File: src/design/shb_pkg.sv
// Shared types and constants for the string hash to bucket block.
// No dependencies; imported by every module of the block.
package shb_pkg;

    localparam int HASH_W = 32;
    localparam int BYTE_W = 8;
    localparam int SLOT_W = 21;
    localparam int BKT_W  = 20;
    localparam int CNT_W  = $clog2(HASH_W);

    localparam int TDATA_IN_W  = 8;
    localparam int TDATA_OUT_W = 56;

    localparam int APB_DATA_W = 32;
    localparam int APB_ADDR_W = 3;

    localparam logic [SLOT_W-1:0] SLOT_RESET = SLOT_W'(30);
    localparam logic [SLOT_W-1:0] SLOT_MAX   = SLOT_W'(1048576);

    // register word index, taken from paddr[2]
    localparam logic REG_SLOT_COUNT = 1'b0;

    localparam int MIX_SHL  = 10;
    localparam int MIX_SHR  = 6;
    localparam int FIN_SHL1 = 3;
    localparam int FIN_SHR  = 11;
    localparam int FIN_SHL2 = 15;

    typedef struct packed {
        logic              valid;
        logic [HASH_W-1:0] hash;
    } t_hash_req;

endpackage

File: src/design/shb_mixer.sv
// Byte mixer and finalizer around one shared 32-bit adder.
// Depends on shb_pkg; hands finished hashes to shb_remdiv.
module shb_mixer (
    input  logic                        i_clk,
    input  logic                        i_rst_n,
    input  logic                        i_valid,
    output logic                        o_ready,
    input  logic [shb_pkg::BYTE_W-1:0]  i_byte,
    input  logic                        i_last,
    output shb_pkg::t_hash_req          o_req,
    input  logic                        i_req_ready
);
    import shb_pkg::*;

    typedef enum logic [4:0] {
        M_IDLE = 5'b00001,
        M_MIX  = 5'b00010,
        M_FIN1 = 5'b00100,
        M_FIN2 = 5'b01000,
        M_HAND = 5'b10000
    } t_mix_state;

    t_mix_state        r_state, n_state;
    logic [HASH_W-1:0] r_hash, n_hash;
    logic              r_last, n_last;
    logic [HASH_W-1:0] add_b;
    logic [HASH_W-1:0] sum;

    always_comb begin
        unique case (r_state)
            M_IDLE:  add_b = HASH_W'(i_byte);
            M_MIX:   add_b = r_hash << MIX_SHL;
            M_FIN1:  add_b = r_hash << FIN_SHL1;
            M_FIN2:  add_b = r_hash << FIN_SHL2;
            default: add_b = '0;
        endcase
    end

    assign sum = r_hash + add_b;

    always_comb begin
        n_state = r_state;
        n_hash  = r_hash;
        n_last  = r_last;
        unique case (r_state)
            M_IDLE: begin
                if (i_valid) begin
                    n_hash  = sum;
                    n_last  = i_last;
                    n_state = M_MIX;
                end
            end
            M_MIX: begin
                n_hash  = sum ^ (sum >> MIX_SHR);
                n_state = r_last ? M_FIN1 : M_IDLE;
            end
            M_FIN1: begin
                n_hash  = sum ^ (sum >> FIN_SHR);
                n_state = M_FIN2;
            end
            M_FIN2: begin
                n_hash  = sum;
                n_state = M_HAND;
            end
            M_HAND: begin
                if (i_req_ready) begin
                    n_hash  = '0;
                    n_state = M_IDLE;
                end
            end
            default: n_state = M_IDLE;
        endcase
    end

    always_ff @(posedge i_clk) begin
        if (!i_rst_n) begin
            r_state <= M_IDLE;
            r_hash  <= '0;
            r_last  <= 1'b0;
        end else begin
            r_state <= n_state;
            r_hash  <= n_hash;
            r_last  <= n_last;
        end
    end

    assign o_ready     = (r_state == M_IDLE);
    assign o_req.valid = (r_state == M_HAND);
    assign o_req.hash  = r_hash;

endmodule

File: src/design/shb_remdiv.sv
// Bit-serial restoring remainder: hash modulo slot count (0 read as 1, capped at SLOT_MAX),
// one bit per cycle, with the result beat held in an output register. Depends on shb_pkg.
module shb_remdiv (
    input  logic                        i_clk,
    input  logic                        i_rst_n,
    input  shb_pkg::t_hash_req          i_req,
    output logic                        o_req_ready,
    input  logic [shb_pkg::SLOT_W-1:0]  i_slot_count,
    output logic                        o_valid,
    input  logic                        i_ready,
    output logic [shb_pkg::HASH_W-1:0]  o_hash,
    output logic [shb_pkg::BKT_W-1:0]   o_bucket
);
    import shb_pkg::*;

    typedef enum logic [2:0] {
        D_IDLE = 3'b001,
        D_RUN  = 3'b010,
        D_DONE = 3'b100
    } t_div_state;

    t_div_state        r_state;
    logic [HASH_W-1:0] r_shift;
    logic [HASH_W-1:0] r_hash;
    logic [BKT_W-1:0]  r_rem;
    logic [SLOT_W-1:0] r_div;
    logic [CNT_W-1:0]  r_cnt;

    logic [SLOT_W-1:0] eff_slots;
    logic [SLOT_W-1:0] rem2;
    logic [SLOT_W-1:0] diff;
    logic              ge;

    always_comb begin
        if (i_slot_count == '0) begin
            eff_slots = SLOT_W'(1);
        end else if (i_slot_count > SLOT_MAX) begin
            eff_slots = SLOT_MAX;
        end else begin
            eff_slots = i_slot_count;
        end
    end

    assign rem2 = {r_rem, r_shift[HASH_W-1]};
    assign ge   = (rem2 >= r_div);
    assign diff = rem2 - r_div;

    always_ff @(posedge i_clk) begin
        if (!i_rst_n) begin
            r_state <= D_IDLE;
            r_cnt   <= '0;
        end else begin
            unique case (r_state)
                D_IDLE: begin
                    if (i_req.valid) begin
                        r_state <= D_RUN;
                        r_cnt   <= '0;
                    end
                end
                D_RUN: begin
                    r_cnt <= r_cnt + CNT_W'(1);
                    if (r_cnt == CNT_W'(HASH_W - 1)) begin
                        r_state <= D_DONE;
                    end
                end
                D_DONE: begin
                    if (i_ready) begin
                        r_state <= D_IDLE;
                    end
                end
                default: r_state <= D_IDLE;
            endcase
        end
    end

    always_ff @(posedge i_clk) begin
        if (r_state == D_IDLE && i_req.valid) begin
            r_shift <= i_req.hash;
            r_hash  <= i_req.hash;
            r_rem   <= '0;
            r_div   <= eff_slots;
        end else if (r_state == D_RUN) begin
            r_shift <= r_shift << 1;
            r_rem   <= ge ? diff[BKT_W-1:0] : rem2[BKT_W-1:0];
        end
    end

    assign o_req_ready = (r_state == D_IDLE);
    assign o_valid     = (r_state == D_DONE);
    assign o_hash      = r_hash;
    assign o_bucket    = r_rem;

endmodule

File: src/design/string_hash_to_bucket.sv
// Top level of the string hash to bucket block: APB register, mixer, remainder unit.
// Depends on shb_pkg, shb_mixer and shb_remdiv.
//
// Bytes of a word arrive on the s_ stream, the last one flagged by s_tlast. The
// mixer adds each byte and then mixes it, running every add through one shared 32-bit
// adder; after the last byte it passes through the finalization states M_FIN1 and M_FIN2
// and holds the hash in M_HAND until the remainder unit takes it. The bucket index comes
// from a bit-serial remainder unit that loads the hash, works through its 32 bits and holds
// the result beat until it is taken; it runs while the bytes of the next word are mixed,
// though the mixer holds the next hash until the unit is idle. One result beat per word leaves on the m_ stream.
module string_hash_to_bucket (
    input  logic                             i_clk,
    input  logic                             i_rst_n,
    input  logic                             s_tvalid,
    output logic                             s_tready,
    input  logic [shb_pkg::TDATA_IN_W-1:0]   s_tdata,   // [7:0] text_byte
    input  logic                             s_tlast,   // last_byte
    output logic                             m_tvalid,
    input  logic                             m_tready,
    output logic [shb_pkg::TDATA_OUT_W-1:0]  m_tdata,   // [31:0] hash_value, [51:32] bucket_index
    input  logic                             psel,
    input  logic                             penable,
    input  logic                             pwrite,
    input  logic [shb_pkg::APB_ADDR_W-1:0]   paddr,
    input  logic [shb_pkg::APB_DATA_W-1:0]   pwdata,
    output logic [shb_pkg::APB_DATA_W-1:0]   prdata,
    output logic                             pready
);
    import shb_pkg::*;

    logic [SLOT_W-1:0] r_slot_count;
    t_hash_req         req;
    logic              req_ready;
    logic [HASH_W-1:0] res_hash;
    logic [BKT_W-1:0]  res_bucket;

    assign pready = 1'b1;

    always_ff @(posedge i_clk) begin
        if (!i_rst_n) begin
            r_slot_count <= SLOT_RESET;
        end else if (psel && penable && pwrite && pready && paddr[2] == REG_SLOT_COUNT) begin
            r_slot_count <= pwdata[SLOT_W-1:0];
        end
    end

    always_comb begin
        unique case (paddr[2])
            REG_SLOT_COUNT: prdata = APB_DATA_W'(r_slot_count);
            default:        prdata = '0;
        endcase
    end

    shb_mixer u_mixer (
        .i_clk       (i_clk),
        .i_rst_n     (i_rst_n),
        .i_valid     (s_tvalid),
        .o_ready     (s_tready),
        .i_byte      (s_tdata[BYTE_W-1:0]),
        .i_last      (s_tlast),
        .o_req       (req),
        .i_req_ready (req_ready)
    );

    shb_remdiv u_remdiv (
        .i_clk        (i_clk),
        .i_rst_n      (i_rst_n),
        .i_req        (req),
        .o_req_ready  (req_ready),
        .i_slot_count (r_slot_count),
        .o_valid      (m_tvalid),
        .i_ready      (m_tready),
        .o_hash       (res_hash),
        .o_bucket     (res_bucket)
    );

    assign m_tdata = {(TDATA_OUT_W - HASH_W - BKT_W)'(0), res_bucket, res_hash};

endmodule
File: config.mk
export PLATFORM = sky130hd
export DESIGN_NAME = string_hash_to_bucket
export DESIGN_NICKNAME = d
export VERILOG_FILES = /design/src/design/shb_pkg.sv /design/src/design/shb_mixer.sv /design/src/design/shb_remdiv.sv /design/src/design/string_hash_to_bucket.sv
export SDC_FILE = /design/constraint.sdc
export NUM_CORES = 1
export LEC_CHECK = 0
export CORE_AREA = 2 2 193 195
export DETAILED_ROUTE_END_ITERATION = 7
export DIE_AREA = 0 0 195 197
export DONT_BUFFER_PORTS = 1
export SYNTH_ARGS = -nofsm -noshare
export SYNTH_HDL_FRONTEND = slang
export SYNTH_SLANG_ARGS = --single-unit
File: constraint.sdc
create_clock -name i_clk -period 5.12 [get_ports i_clk]
set_clock_uncertainty 0.2 [all_clocks]
set_input_delay 0.256 -clock i_clk [delete_from_list [all_inputs] [get_ports i_clk]]
set_output_delay 0.256 -clock i_clk [all_outputs]
set_load 0.02 [all_outputs]
# --- Word-level counts from Yosys, hierarchy flattened ---
# Cells that the tools add are included.
op_classes:
  addsub: 3
  n_lt_le_gt_ge: 2
  eq_ne: 14
  n_mux: 19
  n_bitwise: 3
  n_reduce_logical: 14
op_table:
  columns: ["cell", "n"]
  rows:
  - ["$pmux 32 s5", 1]
  - ["$mux 32", 4]
  - ["$pmux 32 s4", 1]
  - ["$mux 21", 2]
  - ["$add 32x32->32", 1]
  - ["$xor 32x21->32", 1]
  - ["$xor 32x26->32", 1]
  - ["$pmux 5 s5", 1]
  - ["$ge 21x21->1", 1]
  - ["$gt 21x21->1 const B", 1]
  - ["$logic_not 21->1", 1]
  - ["$mux 20", 1]
  - ["$sub 20x20->20", 1]
  - ["$mux 5", 3]
  - ["$mux 3", 4]
  - ["$eq 5x5->1 const B", 2]
  - ["$pmux 5 s2", 1]
  - ["$pmux 3 s3", 1]
  - ["$ne 2x1->1 const B", 3]
  - ["$reduce_and 2->1", 3]
  - ["$reduce_and 3->1", 2]
  - ["$add 5x1->5 const B", 1]
  - ["$eq 5x1->1 const B", 1]
  - ["$eq 5x2->1 const B", 1]
  - ["11 further kinds", 16]
word_totals:
  ff_bits: 172
  in_bits: 51
  wordCells: 66

# --- Logic depth before layout (Yosys ltp) ---
depth:
  depth_word: 5
  ltp_mapped: 18
  mapped_depth_nobuf: 15

# --- By module ---
# Synthesis repeated with hierarchy kept, for this count alone.
unflattened:
  hier_cells: 1207
  hier_area_um2: 10862.9
modules_own_cells:
  columns: ["mod", "instances", "cells_per_inst", "area_each_um2", "seq_area_each_um2"]
  rows:
  - ["shb_remdiv", 1, 544, 5640.4, 3113.0]
  - ["shb_mixer", 1, 530, 4087.7, 760.7]
  - ["string_hash_to_bucket", 1, 133, 1134.8, 420.4]

# --- Worst setup path before layout ---
# No wires, ideal clock.
synth_path:
  kind: "register -> register"
  start: "reg u_mixer.r_state[4]"
  end: "reg u_mixer.r_hash[22]"
  setup_time_ns: 0.079
  arrival_ns: 4.152
  required_ns: 4.841
  setup_slack_ns: 0.689
  path_stages_with_launch: 17
  path_buffers: 1
  period_less_slack_ns: 4.431
  path_cell_list: "dfxtp_1 > or3_1 > nor3b_2 > clkbuf_1 > and2_1 > ha_1 > inv_1 > fa_1 > nand2b_1 > a21oi_1 > o211ai_1 > a211oi_2 > nor3_2 > o31ai_1 > xor2_1 > or3_1 > o211ai_1"
synth_via:
  elab_chain_cells: 5
  elab_cells_between_ends: 15
synth_rtl:
  columns: ["item", "line", "text"]
  rows:
  - ["start, declared", "shb_mixer.sv:23", "t_mix_state r_state, n_state;"]
  - ["start signal, assigned", "shb_mixer.sv:81", "r_state <= n_state;"]
  - ["$eq 5x1->1 *", null, null]
  - ["net s_tready", "string_hash_to_bucket.sv:15", "output logic s_tready,"]
  - ["$pmux 32 s4", "shb_mixer.sv:30", "unique case (r_state)"]
  - ["$add 32x32->32", "shb_mixer.sv:39", "assign sum = r_hash + add_b;"]
  - ["$xor 32x21->32, or another cell as far along", "shb_mixer.sv:58", "n_hash = sum ^ (sum >> FIN_SHR);"]
  - ["$pmux 32 s5", "shb_mixer.sv:45", "unique case (r_state)"]
  - ["end signal, assigned", "shb_mixer.sv:82", "r_hash <= n_hash;"]
  - ["end, declared", "shb_mixer.sv:24", "logic [HASH_W-1:0] r_hash, n_hash;"]
# Mark *: on every way through the listed nets, which the timed path passes. The rest lies on a longest branch. The select of a mux whose other input is x is not followed.
# A chain may end at the register's enable or synchronous reset.

# --- Worst setup path in the final report ---
layout_path:
  start: "reg u_mixer.r_state[0]"
  end: "reg u_mixer.r_hash[17]"
layout_via:
  elab_chain_cells: 5
  elab_cells_between_ends: 15
layout_rtl:
  columns: ["item", "line"]
  rows:
  - ["$eq 5x4->1, or another cell as far along", "shb_mixer.sv:30, shb_mixer.sv:45"]
  - ["$pmux 32 s4", "shb_mixer.sv:30"]
  - ["$add 32x32->32", "shb_mixer.sv:39"]
  - ["$xor 32x21->32, or another cell as far along", "shb_mixer.sv:58"]
  - ["$pmux 32 s5", "shb_mixer.sv:45"]
# Several ways; a longest one is shown, not always the timed one. The select of a mux whose other input is x is not followed.

==> qor.txt <==
Asr flop ratio synth: 0%
Sink Count: 172
Fillers: 3765
Main combinational cell family by area after synthesis: compound AO/OA/AOI/OAI gates
Largest net degree at the start of global routing: 68
Worst reg2reg startpoint: u_mixer.r_state[0]
TritonCTS Buffers: 17
Leading area contributor after synthesis: edfxtp_1
Highest-count cells in the layout ignoring fill and taps: 211 x nand2_1, 87 x dfxtp_1, 85 x edfxtp_1
Vias/cell: 5.322
Vias in the first global route: 8545
Fin crit share: 89.08%
Detailed router's first-iteration violation count: 751
Commonest non-fill, non-tap cell in the layout: nand2_1
Post-synth top flop: dfxtp_1
Grt ovf: 0
Setup crit start: u_mixer.r_state[0]
Worst r2r dst: u_mixer.r_hash[17]
Synthesized area: 0.01082 mm^2
Max-cap viol count: 0
DR DRC count: 2
Seq/Total Area, Yosys: 39.70%
R2r setup slk: 0.56 ns
Clock-pin slew on the worst setup and hold paths: 0.07 ns
Cts repair resizes: 0
Mux contribution to synthesized area: 2.047%
Ys Warns: 0
Die area: 0.03842 mm^2
Slowest stage cell on the critical path: and3_1
Status: finished, violations left
Power density over the cells: 297.8 mW/mm^2
Setup crit end: u_mixer.r_hash[17]
Rows: 70
Io pins: 142
First-pass GRT wire length: 48620 um
Port Buf Inserts: 0
Final Hold Fails: 0
CTS tree: done
Antenna-violating nets left: 0
Final WL: 31170 um
#FFs+latches synth: 172
Post-synthesis instance total: 1220
DR pass1 iterations: 8
CP max FO: 22
Slew Limit Fails: 0
Hpwl dp: 21690 um
CP Cell Sequence: nor2_1 -> and3_1 -> a222oi_1 -> inv_1 -> ha_1 -> nand2_1 -> o21ai_0 -> mux2_2 -> a311oi_1 -> nand3_1 -> xnor2_1 -> a221oi_1 -> a21oi_1
Failing checks: design-rule violations
Synth area leaders: edfxtp_1 24%, dfxtp_1 16%, nand2_1 7.3%
CTS Root Cell: clkbuf_16
Hold path startpoint: i_rst_n
Final net count: 1331
Leakage: 4.904 nW
Avg Inst Size Synth: 8.866 um^2
Top-area cell type share of the netlist area: 23.60%
DR WL/cell: 18.27 um
Hold Path Class: in -> reg
Clock Latency Late Sink: 0.44 ns
Initial core utilization: 29.83%
Crit Path Class: reg -> reg
Library cells used by synthesis: 83
Final setup viols: 0
Worst Reg-to-Reg Cells: 13
Gr usage total: 16.09%
Simple-Gate Fraction of Synth Area: 20.07%
Final worst path period need: 4.561 ns
Die width: 195 um
Die height: 197 um
VDD IR-drop max: 0.1844 mV
Compound-Gate Fraction of Synth Area: 20.40%
Placer Congestion: 0.8911
Fraction of layout cells with a size suffix above 1: 5.982%
Slew margin rel.: 27.35%
Buffer levels on the longest clock path: 2
Req. time, crit path: 5.24 ns
Core area: 0.03626 mm^2
Slowest Stage Delay on Critical Path: 0.48 ns
P&R area growth vs syn: 12.54%
EDFF count, synth: 85
F_max: 0.2193 GHz
Crit path DAT: 4.68 ns
Post-synthesis adder-cell area fraction: 6.617%
Post-place setup slack: 0.6260 ns
H-tree depth: 4
Final WS setup: 0.5591 ns
Core Util, Final: 33.57%
Final Total Pwr: 3.626 mW
Antenna violations before repair: 0
Slew @ Worst Pin: 1.086 ns
Xor/xnor share of the synthesized area: 5.830%
Via count: 9079
CP Capture Type: flop
Startpoint types: flop
Setup TNS: 0 ns
RSZ-0062 raised after global routing: no
-- report_power, final --
| part | switching, mW | internal, mW |
|---|---|---|
| clock | 0.601 | 0.797 |
| combinational | 0.373 | 0.249 |
| sequential | 0.120 | 1.48 |
-- timing repair --
item	CTS	global route
hold buffers	28	0
hold endpoints to repair	67	0
setup buffers	0	0
-- worst max-delay path: cells and delay by family (launching register included) --
family	cells	cell delay (ns)
buf+inv	1	0.15
flops	1	0.41
fa+ha+maj	1	0.44
xor+xnor	1	0.18
simple gates	4	0.94
mux	1	0.39
compound gates	5	1.71
-- layout make-up --
cell class	instances	area, um^2	area share [%]
tap	468	585.6	4.810
multi-input combinational	931	6011	49.38
inverter	56	211.5	1.737
clock buffer	19	442.9	3.639
timing repair buffer	46	445.4	3.659
sequential	172	4294	35.28
clock inverter	13	180.2	1.480
antenna	1	2.502	0.02056
-- state kept, by name, indices dropped and copies added (netlist names), 3 cells and up --
| register | flops |
|---|---|
| u_mixer.r_hash | 32 |
| u_remdiv.o_hash | 32 |
| u_remdiv.r_shift | 32 |
| r_slot_count | 21 |
| u_remdiv.r_div | 21 |
| u_remdiv.o_bucket | 20 |
| u_mixer.r_state | 5 |
| u_remdiv.r_cnt | 5 |
| u_remdiv.r_state | 3 |
-- worst min path at each step --
stage / end / slack (ns) / cells past startpoint
6_report: u_mixer.r_hash[22] / 0.03 / 3
5_1_grt: u_mixer.r_hash[22] / 0.06 / 3
4_1_cts: u_mixer.r_hash[22] / 0.009 / 3
3_5_place_dp: r_slot_count[4] / 0.16 / 1
3_3_place_gp: u_mixer.r_state[0] / 0.15 / 1
2_1_floorplan: r_slot_count[1] / 0.18 / 2
-- synthesized netlist by cell type, types with 17 or more instances --
cell and n:
nand2_1 211, dfxtp_1 87, edfxtp_1 85, nor2_1 66, a21oi_1 55, inv_1 55
ha_1 54, xnor2_1 51, o21ai_0 50, clkbuf_1 45, nor2b_1 44, nand3_1 28
and2_1 25, a21o_1 22, a21boi_0 21, mux2i_1 21, xor2_1 21, a222oi_1 17
buf_4 17
-- cells by family after synthesis --
| family | count (synthesis) |
|---|---|
| AND/OR/NAND/NOR | 456 |
| AO/OA/AOI/OAI | 309 |
| flip-flops | 172 |
| buffers and inverters | 131 |
| XOR/XNOR | 72 |
| adder cells (fa/ha/maj) | 56 |
| multiplexers | 22 |
| other | 2 |
-- per-stage QoR --
stage | instances | area [um^2] | hold WS, ns
2_1_floorplan | 1234 | 10870 | 0.1802
3_3_place_gp | 1645 | 11250 | 0.1546
3_5_place_dp | 1645 | 11250 | 0.1603
4_1_cts | 1705 | 12170 | 0.008645
5_1_grt | 1705 | 12170 | 0.05556
6_report | 1706 | 12170 | 0.02562
-- layer usage --
metal	GRT usage, %	wire [um]	up-vias
met5	0	0	-
met4	5.852	746	0
met3	3.611	2117	50
met2	25.46	14340	277
met1	21.53	13970	4380
li1	-	-	4372
No activity file was read; power rests on OpenSTA's default activity.
